--- src/sv/flptw_pkg.sv ---
// Shared types, constants and helpers for the four-level page table walker.
// No dependencies; imported by flptw_ctrl, flptw_dp and the top level.
package flptw_pkg;

  localparam int unsigned TABLE_WORDS_DEF = 65536;
  localparam int unsigned PA_W   = 52;
  localparam int unsigned VA_W   = 48;
  localparam int unsigned IDX_W  = 9;
  localparam int unsigned FRAME_W = 40;   // address bits 51..12
  localparam int unsigned WIDX_W = 16;
  localparam int unsigned WORD_W = 64;
  localparam int unsigned SIZE_W = 2;
  localparam int unsigned LVL_W  = 2;
  // table word position: frame bits above a 9-bit index
  localparam int unsigned TWORD_W = FRAME_W + IDX_W;
  // stored table word: frame bits and present bit only
  localparam int unsigned ENTRY_W = FRAME_W + 1;

  localparam logic KIND_STORE = 1'b0;
  localparam logic KIND_XLATE = 1'b1;

  localparam logic [SIZE_W-1:0] SIZE_4K = 2'd0;
  localparam logic [SIZE_W-1:0] SIZE_2M = 2'd1;
  localparam logic [SIZE_W-1:0] SIZE_1G = 2'd2;

  typedef enum logic [1:0] {
    ST_IDLE,
    ST_READ,
    ST_CHECK,
    ST_FINISH
  } state_t;

  typedef struct packed {
    logic capture;    // latch address and size of the accepted item
    logic store_wr;   // write table word from the input item
    logic issue;      // start a table memory read
    logic from_root;  // read address is based on the root table
    logic res_clear;  // result: zero address, no fault
    logic res_fault;  // result: fault
    logic res_pa;     // result: translated address
    logic load_out;   // move result into the output register
  } cmd_t;

  typedef struct packed {
    logic in_window;  // read address being issued lies inside memory
    logic present;    // present bit of the word just read
    logic last;       // word just read is the final level for this size
  } sts_t;

  function automatic logic [LVL_W-1:0] last_level(input logic [SIZE_W-1:0] size);
    logic [LVL_W-1:0] lvl;
    unique case (size)
      SIZE_1G: lvl = 2'd1;
      SIZE_2M: lvl = 2'd2;
      default: lvl = 2'd3;
    endcase
    return lvl;
  endfunction

  function automatic logic [IDX_W-1:0] level_index(input logic [VA_W-1:0] va,
                                                   input logic [LVL_W-1:0] lvl);
    logic [IDX_W-1:0] idx;
    unique case (lvl)
      2'd0:    idx = va[47:39];
      2'd1:    idx = va[38:30];
      2'd2:    idx = va[29:21];
      default: idx = va[20:12];
    endcase
    return idx;
  endfunction

  function automatic logic [PA_W-1:0] page_offset(input logic [VA_W-1:0] va,
                                                  input logic [SIZE_W-1:0] size);
    logic [PA_W-1:0] off;
    unique case (size)
      SIZE_1G: off = PA_W'(va[29:0]);
      SIZE_2M: off = PA_W'(va[20:0]);
      default: off = PA_W'(va[11:0]);
    endcase
    return off;
  endfunction

endpackage

--- src/sv/flptw_ctrl.sv ---
// Walk controller: state machine that sequences table reads and result hand-off.
// Depends on flptw_pkg; drives commands to flptw_dp and reads its status.
module flptw_ctrl
  import flptw_pkg::*;
(
  input  logic clk,
  input  logic rst_n,
  input  logic in_valid,
  input  logic in_kind,
  output logic in_stall,
  input  logic out_stall,
  output logic out_valid,
  input  sts_t sts,
  output cmd_t cmd
);

  state_t state_r, state_nxt;
  logic   out_valid_r, out_valid_nxt;

  always_ff @(posedge clk) begin
    if (!rst_n) begin
      state_r     <= ST_IDLE;
      out_valid_r <= 1'b0;
    end else begin
      state_r     <= state_nxt;
      out_valid_r <= out_valid_nxt;
    end
  end

  // next state
  always_comb begin
    state_nxt = state_r;
    unique case (state_r)
      ST_IDLE: begin
        if (in_valid) begin
          state_nxt = (in_kind == KIND_STORE) ? ST_FINISH : ST_READ;
        end
      end
      ST_READ: begin
        state_nxt = sts.in_window ? ST_CHECK : ST_FINISH;
      end
      ST_CHECK: begin
        if (!sts.present || sts.last || !sts.in_window) begin
          state_nxt = ST_FINISH;
        end
      end
      ST_FINISH: begin
        if (!out_valid_r || !out_stall) begin
          state_nxt = ST_IDLE;
        end
      end
      default: state_nxt = ST_IDLE;
    endcase
  end

  // outputs
  always_comb begin
    cmd = '0;
    unique case (state_r)
      ST_IDLE: begin
        if (in_valid) begin
          cmd.capture = 1'b1;
          if (in_kind == KIND_STORE) begin
            cmd.store_wr  = 1'b1;
            cmd.res_clear = 1'b1;
          end
        end
      end
      ST_READ: begin
        cmd.issue     = 1'b1;
        cmd.from_root = 1'b1;
        cmd.res_fault = !sts.in_window;
      end
      ST_CHECK: begin
        if (!sts.present) begin
          cmd.res_fault = 1'b1;
        end else if (sts.last) begin
          cmd.res_pa = 1'b1;
        end else begin
          // chain straight into the next level's read
          cmd.issue     = 1'b1;
          cmd.res_fault = !sts.in_window;
        end
      end
      ST_FINISH: begin
        cmd.load_out = !out_valid_r || !out_stall;
      end
      default: cmd = '0;
    endcase
  end

  assign out_valid_nxt = cmd.load_out || (out_valid_r && out_stall);
  assign out_valid     = out_valid_r;
  assign in_stall      = (state_r != ST_IDLE);

endmodule

--- config.mk ---
export PLATFORM = sky130hd
export DESIGN_NAME = flptw_ctrl
export DESIGN_NICKNAME = d
export VERILOG_FILES = /design/src/sv/flptw_pkg.sv /design/src/sv/flptw_ctrl.sv
export SDC_FILE = /design/constraint.sdc
export NUM_CORES = 1
export LEC_CHECK = 0
export ABC_AREA = 1
export BUFFER_PORTS_ARGS = -buffer_cell sky130_fd_sc_hd__buf_2
export CORE_AREA = 2 2 39 41
export CTS_CLUSTER_SIZE = 10
export DETAILED_ROUTE_END_ITERATION = 16
export DIE_AREA = 0 0 41 43
export GPL_TIMING_DRIVEN = 0
export HOLD_SLACK_MARGIN = 0.08
export PLACE_DENSITY = 0.57
export SLEW_MARGIN = 20
export SYNTH_ARGS = -nofsm -noshare
export SYNTH_HDL_FRONTEND = slang
export SYNTH_SLANG_ARGS = --single-unit
export TNS_END_PERCENT = 1
--- constraint.sdc ---
create_clock -name clk -period 1.45 [get_ports clk]
set_input_delay 0.3625 -clock clk [delete_from_list [all_inputs] [get_ports clk]]
set_output_delay 0.3625 -clock clk [all_outputs]
set_load 0.03 [all_outputs]
==> summary.md, run 1 <==
| Metric | Value |
|---|---|
| Share of post-route cells with drive strength above 1 | `52.1%` |
| Overflow after GRT | `0` |
| Failing checks | `negative setup slack` |
| Warning count from the yosys run | `0` |
| Period utilization | `108%` |
| Diodes inserted | `0` |
| Required time worst endpoint | `1.09 ns` |
| Critical Path AT | `1.21 ns` |
| Area of the die | `1760 um2` |
| Starting DRT DRC Count | `3` |
| Worst r2r dst | `state_r[0]` |
| Max_slew headroom | `88.1%` |
| Achievable frequency | `636 MHz` |
| Flop pwr share | `14.5%` |
| Fill cell count | `148` |
| Worst flop-to-flop path startpoint | `state_r[0]` |
| Vias in the first global route | `340` |
| Sw Ratio | `51.1%` |
| Total power | `0.00143 W` |
| Pre-CTS WS | `-0.0863 ns` |
| All-Layer GR Usage | `10.4%` |
| Comb pwr share | `75.6%` |
| First-pass GRT wire length | `1250 um` |
| Cell variety after synth | `13` |
| Synthesized cell area | `304 um2` |
| Drt drc | `0` |
| Status | `finished with violations` |
| Layout Skew | `0.00522 ns` |
| Routability cong. | `0.685` |
| Placed inst area | `437 um2` |
| Final hold vios | `0` |
| # rows | `14` |
| Critical path origin | `state_r[1]` |
| R2R depth | `7` |
| Setup ws final | `-0.123 ns` |
| FF/Latch Area | `67.6 um2` |
| Crit end category | `output port` |
| Number of detailed-route iterations in the first pass | `4` |
| Die Width | `41 um` |
| Clk buf depth | `2` |
| Post-DRT Antenna Nets | `0` |
| CTS Sinks | `3` |
| Die H | `43 um` |
| Worst-path clk slew | `0.03 ns` |
| Fin area | `579 um2` |
| Most frequent cells in the layout | `nand2_1 (10), buf_2 (9), inv_1 (7)` |
| Syn_area_per_cell | `6.08 um2` |
| Min cycle time layout | `1.57 ns` |
| Critical path class | `flop to output port` |
| Leading cell type in the layout, fill and taps excluded | `nand2_1` |
| Initial antenna violation count | `0` |
| Number of cells produced by synthesis | `50` |
| Pin count of the biggest net entering global routing | `5` |
| H-tree Lvls | `1` |
| Worst-skew pair later-pin latency | `0.23 ns` |
| Maxcap violations | `0` |
| CTS hold repair buffers | `0` |
| R2r setup slk | `0.17 ns` |
| Register area share after synthesis | `19.8%` |
| TritonCTS clock tree | `built` |
| Final Util | `41.9%` |
| # IOs | `18` |
| Final-report max-slew violation count | `0` |
| Vias/cell | `4.26` |
| Int Power | `0.000702 W` |
| Nets | `87` |
| Worst-path fanout max | `4` |
| DR vias | `379` |
| #FFs+latches synth | `3` |
| Clock power frac | `9.9%` |
| Unrepaired setup endpoints after global routing | `true` |
| Min-Delay Startpoint | `rst_n` |
| CTS buffer count | `3` |
| Footprint of the multi-input gates | `264 um2` |
| Final WL | `775 um` |
| Critical Path Sink | `cmd[2]` |
| Leakage power | `0.292 nW` |
| Root Buffer | `clkbuf_4` |
| Area Overhead vs Synth | `90.5%` |
| Final setup violating endpoints | `6` |
| Initial Util | `22.0%` |
| P_sw | `0.000733 W` |
| Hold Crit Class | `input port to flop` |
| PwrDens | `2480 nW/um2` |
| Routed WL per cell | `8.71 um` |
| Max VDD drop | `0.911 mV` |
| Worst-Margin Slew | `0.177 ns` |
| Core area | `1380 um2` |
| Buffers on Ports | `17` |
| Hpwl dp | `562 um` |
| CP Launch Type | `flop` |
| Syn_nets | `63` |
==> critical path, stage by stage (launching register included) <==
cell	delay, ns
dfxtp_4	0.38
inv_4	0.06
ha_4	0.27
inv_4	0.04
a21oi_4	0.10
buf_6	0.14
==> how the worst min path moves through the flow <==
| stage | to | slack [ns] | depth (start not counted) |
|---|---|---|---|
| floorplan | state_r[0] | 0.48 | 2 |
| global placement | out_valid | 0.50 | 2 |
| detailed placement | out_valid | 0.50 | 2 |
| CTS | state_r[0] | 0.38 | 3 |
| global route | state_r[1] | 0.39 | 3 |
| finish | state_r[0] | 0.39 | 3 |
==> metrics by stage <==
| step | instances | hold WS, ns | TNS (ns) |
|---|---|---|---|
| final | 89 | 0.386 | -0.417 |
| after floorplan | 50 | 0.483 | -0.0311 |
| after detailed placement | 83 | 0.500 | -0.238 |
| after global placement | 83 | 0.496 | -0.180 |
| after global routing | 89 | 0.389 | -0.794 |
| after CTS | 89 | 0.377 | -0.423 |
==> cell usage after synthesis (all sizes together) <==
master  instances  area share, %
a21boi          1            2.5
a21oi           3            4.9
a31oi           1            2.1
buf             1            2.5
dfxtp           3             20
ha              5             21
inv            11             14
nand2          13             17
nand3           1            1.6
nand4           1            2.1
nor2            7            8.6
o21ai           3            4.9
==> timing repair <==
action | CTS | global route
pin swaps | 4 | 1
buffers inserted | 2 | 0
resized for setup | 29 | 4
setup endpoints to repair | 9 | 8
==> state kept, by name, summed over array words and instances, names as in the netlist <==
name / flops
out_valid: 1
state_r: 2
==> power by group through the flow <==
stage	sequential, W	combinational (W)	clock [W]
detailed placement	0.000157	0.000783	0
global placement	0.000154	0.000784	0
finish	0.000208	0.00108	0.000142
CTS	0.000205	0.00103	0.000149
global route	0.000214	0.00119	0.000160
floorplan	0.000158	0.000617	0
==> kinds of logic after synthesis <==
group,share of synthesized area (%)
AND/OR/NAND/NOR,29.2
buffers and inverters,16.1
AO/OA/AOI/OAI,14.4
adder cells (fa/ha/maj),20.6
flip-flops,19.8
==> per-layer routing <==
metal | part of all wire [%] | wire length (um) | track usage, % | vias to the layer above
li1 | - | - | - | 199
met5 | 0 | 0 | 0 | -
met1 | 39 | 305 | 10.2 | 173
met2 | 57 | 445 | 18.8 | 7
met3 | 3.1 | 24 | 4.71 | 0
met4 | 0 | 0 | 2.00 | 0
==> cell type report <==
class,count,share of cell area (%)
Clock buffer,4,4.54
Timing Repair Buffer,19,24.0
Buffer,1,1.94
Sequential cell,3,11.7
Multi-Input combinational cell,35,45.6
Inverter,11,8.86
Tap cell,16,3.46
Note: power is estimated with default switching activity, not from simulation.
==> run 2, diff against run 1 <==
--- a/config.mk
+++ b/config.mk
@@ -13,7 +13,7 @@
 export DIE_AREA = 0 0 41 43
 export GPL_TIMING_DRIVEN = 0
 export HOLD_SLACK_MARGIN = 0.08
-export PLACE_DENSITY = 0.57
+export PLACE_DENSITY = 0.59
 export SLEW_MARGIN = 20
 export SYNTH_ARGS = -nofsm -noshare
 export SYNTH_HDL_FRONTEND = slang
==> constraint.sdc (replaced) <==
create_clock -name clk -period 1.26 [get_ports clk]
set_input_delay 0.315 -clock clk [delete_from_list [all_inputs] [get_ports clk]]
set_output_delay 0.315 -clock clk [all_outputs]
set_load 0.03 [all_outputs]
==> summary.md, run 2 (synthesized netlist as in run 1, its figures left out) <==
| Metric | Value |
|---|---|
| Status | `finished with violations (unchanged)` |
| Failing checks | `negative setup slack (unchanged)` |
| First-pass GRT wire length | `1340 um (was 1250 um)` |
| Final-report max-slew violation count | `0 (unchanged)` |
| Root Buffer | `clkbuf_4 (unchanged)` |
| TritonCTS clock tree | `built (unchanged)` |
| Crit path cell chain | `inv_6, ha_4, inv_4, a21oi_4, buf_6 (was inv_4, ha_4, inv_4, a21oi_4, buf_6)` |
| Routed WL per cell | `8.66 um (was 8.71 um)` |
| Initial antenna violation count | `0 (unchanged)` |
| Unrepaired setup endpoints after global routing | `true (unchanged)` |
| # rows | `14 (unchanged)` |
| Diodes inserted | `0 (unchanged)` |
| Hold Crit Class | `input port to flop (unchanged)` |
| CTS hold repair buffers | `0 (unchanged)` |
| Post-DRT Antenna Nets | `0 (unchanged)` |
| Worst flop-to-flop path startpoint | `state_r[0] (unchanged)` |
| Routability cong. | `0.693 (was 0.685)` |
| Worst-path clk slew | `0.03 ns (about the same)` |
| Critical path origin | `state_r[0] (was state_r[1])` |
| Critical path class | `flop to output port (unchanged)` |
| Worst-skew pair later-pin latency | `0.23 ns (about the same)` |
| Die H | `43 um (unchanged)` |
| All-Layer GR Usage | `11.3% (was 10.4%)` |
| CP Launch Type | `flop (unchanged)` |
| CTS Sinks | `3 (unchanged)` |
| Starting DRT DRC Count | `3 (unchanged)` |
| R2r setup slk | `0.05 ns (was 0.17 ns)` |
| Final WL | `771 um (was 775 um)` |
| Critical-path top delay cell | `dfxtp_4 (unchanged)` |
| FF/Latch Area | `67.6 um2 (unchanged)` |
| CP bufs+invs | `3 (unchanged)` |
| Initial Util | `22.0% (unchanged)` |
| Achievable frequency | `650 MHz` |
| Crit-path leading delay family | `flip-flops (unchanged)` |
| Die Width | `41 um (unchanged)` |
| Hpwl dp | `584 um (was 562 um)` |
| Min cycle time layout | `1.54 ns` |
| PwrDens | `2880 nW/um2 (was 2480 nW/um2)` |
| Finished Layout Cells | `89 (unchanged)` |
| Slowest stage delay, CP | `0.38 ns (about the same)` |
| Layout Skew | `0.000438 ns (was 0.00522 ns)` |
| Maxcap violations | `0 (unchanged)` |
| Drt drc | `0 (unchanged)` |
| Placed cells | `83 (unchanged)` |
| Critical Path Sink | `cmd[2] (unchanged)` |
| Final Util | `44.9% (was 41.9%)` |
| Core area | `1380 um2 (unchanged)` |
| Area Overhead vs Synth | `105% (was 90.5%)` |
| Crit end category | `output port (unchanged)` |
| Crit path depth | `5 (unchanged)` |
| Leading cell type in the layout, fill and taps excluded | `nand2_1 (unchanged)` |
| Min Hold Slack | `0.329 ns (was 0.386 ns)` |
| # IOs | `18 (unchanged)` |
| Setup ws final | `-0.279 ns (was -0.123 ns)` |
| H-tree Lvls | `1 (unchanged)` |
| Footprint of the multi-input gates | `290 um2 (was 264 um2)` |
| Leakage power | `0.294 nW (was 0.292 nW)` |
| Max VDD drop | `1.04 mV (was 0.911 mV)` |
| Buffers on Ports | `17 (unchanged)` |
| Period utilization | `122%` |
| Required time worst endpoint | `0.94 ns (was 1.09 ns)` |
| Nets | `87 (unchanged)` |
| Final hold vios | `0 (unchanged)` |
| Pre-CTS WS | `-0.280 ns (was -0.0863 ns)` |
| Pin count of the biggest net entering global routing | `6 (was 5)` |
| DR vias | `371 (was 379)` |
| R2R depth | `7 (unchanged)` |
| Register bank with the most flops | `state_r (unchanged)` |
| Fill cell count | `131 (was 148)` |
| Vias/cell | `4.17 (was 4.26)` |
| Vias in the first global route | `372 (was 340)` |
| Most frequent cells in the layout | `nand2_1 (10), buf_6 (9), buf_2 (8) (was nand2_1 (10), buf_2 (9), inv_1 (7))` |
| Max reg flops | `2 (unchanged)` |
| Final setup violating endpoints | `9 (was 6)` |
| Clk buf depth | `2 (unchanged)` |
| Max_slew headroom | `89.7% (was 88.1%)` |
| Share of post-route cells with drive strength above 1 | `57.5% (was 52.1%)` |
| Number of detailed-route iterations in the first pass | `2 (was 4)` |
| Critical Path AT | `1.22 ns (was 1.21 ns)` |
| Worst-path fanout max | `5 (was 4)` |
| Area of the die | `1760 um2 (unchanged)` |
| Worst r2r dst | `state_r[0] (unchanged)` |
| CTS buffer count | `3 (unchanged)` |
| Overflow after GRT | `0 (unchanged)` |
| Worst-Margin Slew | `0.153 ns (was 0.177 ns)` |
==> run 2: layer usage <==
metal  global-route usage [%]  wire length (um)
met4                     9.33                 0
met3                     3.14                28
met2                     19.4               451
met1                     9.90               291
met5                        0                 0
==> run 2: repair_timing <==
action,CTS,global route
pin swaps,4,0
gates resized for setup,35,2
setup buffers,2,0
setup endpoints to repair,9,10
==> run 2: how the worst min path moves through the flow <==
stage               startpoint    endpoint  slack, ns  cells after the start
floorplan                rst_n  state_r[0]       0.44                      2
global placement     out_valid   out_valid       0.51                      2
detailed placement   out_valid   out_valid       0.53                      2
CTS                      rst_n  state_r[1]       0.32                      3
global route             rst_n  state_r[1]       0.33                      3
finish                   rst_n  state_r[1]       0.33                      3
==> run 2: area by class of cell <==
type                            instances  area share [%]
Multi-Input combinational cell         35            46.7
Tap cell                               16            3.22
Clock buffer                            4            4.23
Buffer                                  1            1.81
Sequential cell                         3            10.9
Inverter                               11            8.65
Timing Repair Buffer                   19            24.5
==> run 2: worst min-delay path, cell delays in order <==
cell and delay, ns:
buf_2 0.11, nand2_1 0.06, nor2_1 0.03
==> run 2: power breakdown <==
part | switching, W | internal (W)
sequential | 0.0000843 | 0.000159
combinational | 0.000760 | 0.000621
clock | 0.0000459 | 0.000118
==> run 2: metrics by stage <==
step,power [W],TNS [ns],instance area (um2)
6_report,0.00179,-1.51,622
5_1_grt,0.00193,-2.03,622
4_1_cts,0.00179,-1.63,619
3_5_place_dp,0.00116,-0.981,460
3_3_place_gp,0.00115,-0.941,460
2_1_floorplan,0.000974,-0.578,355
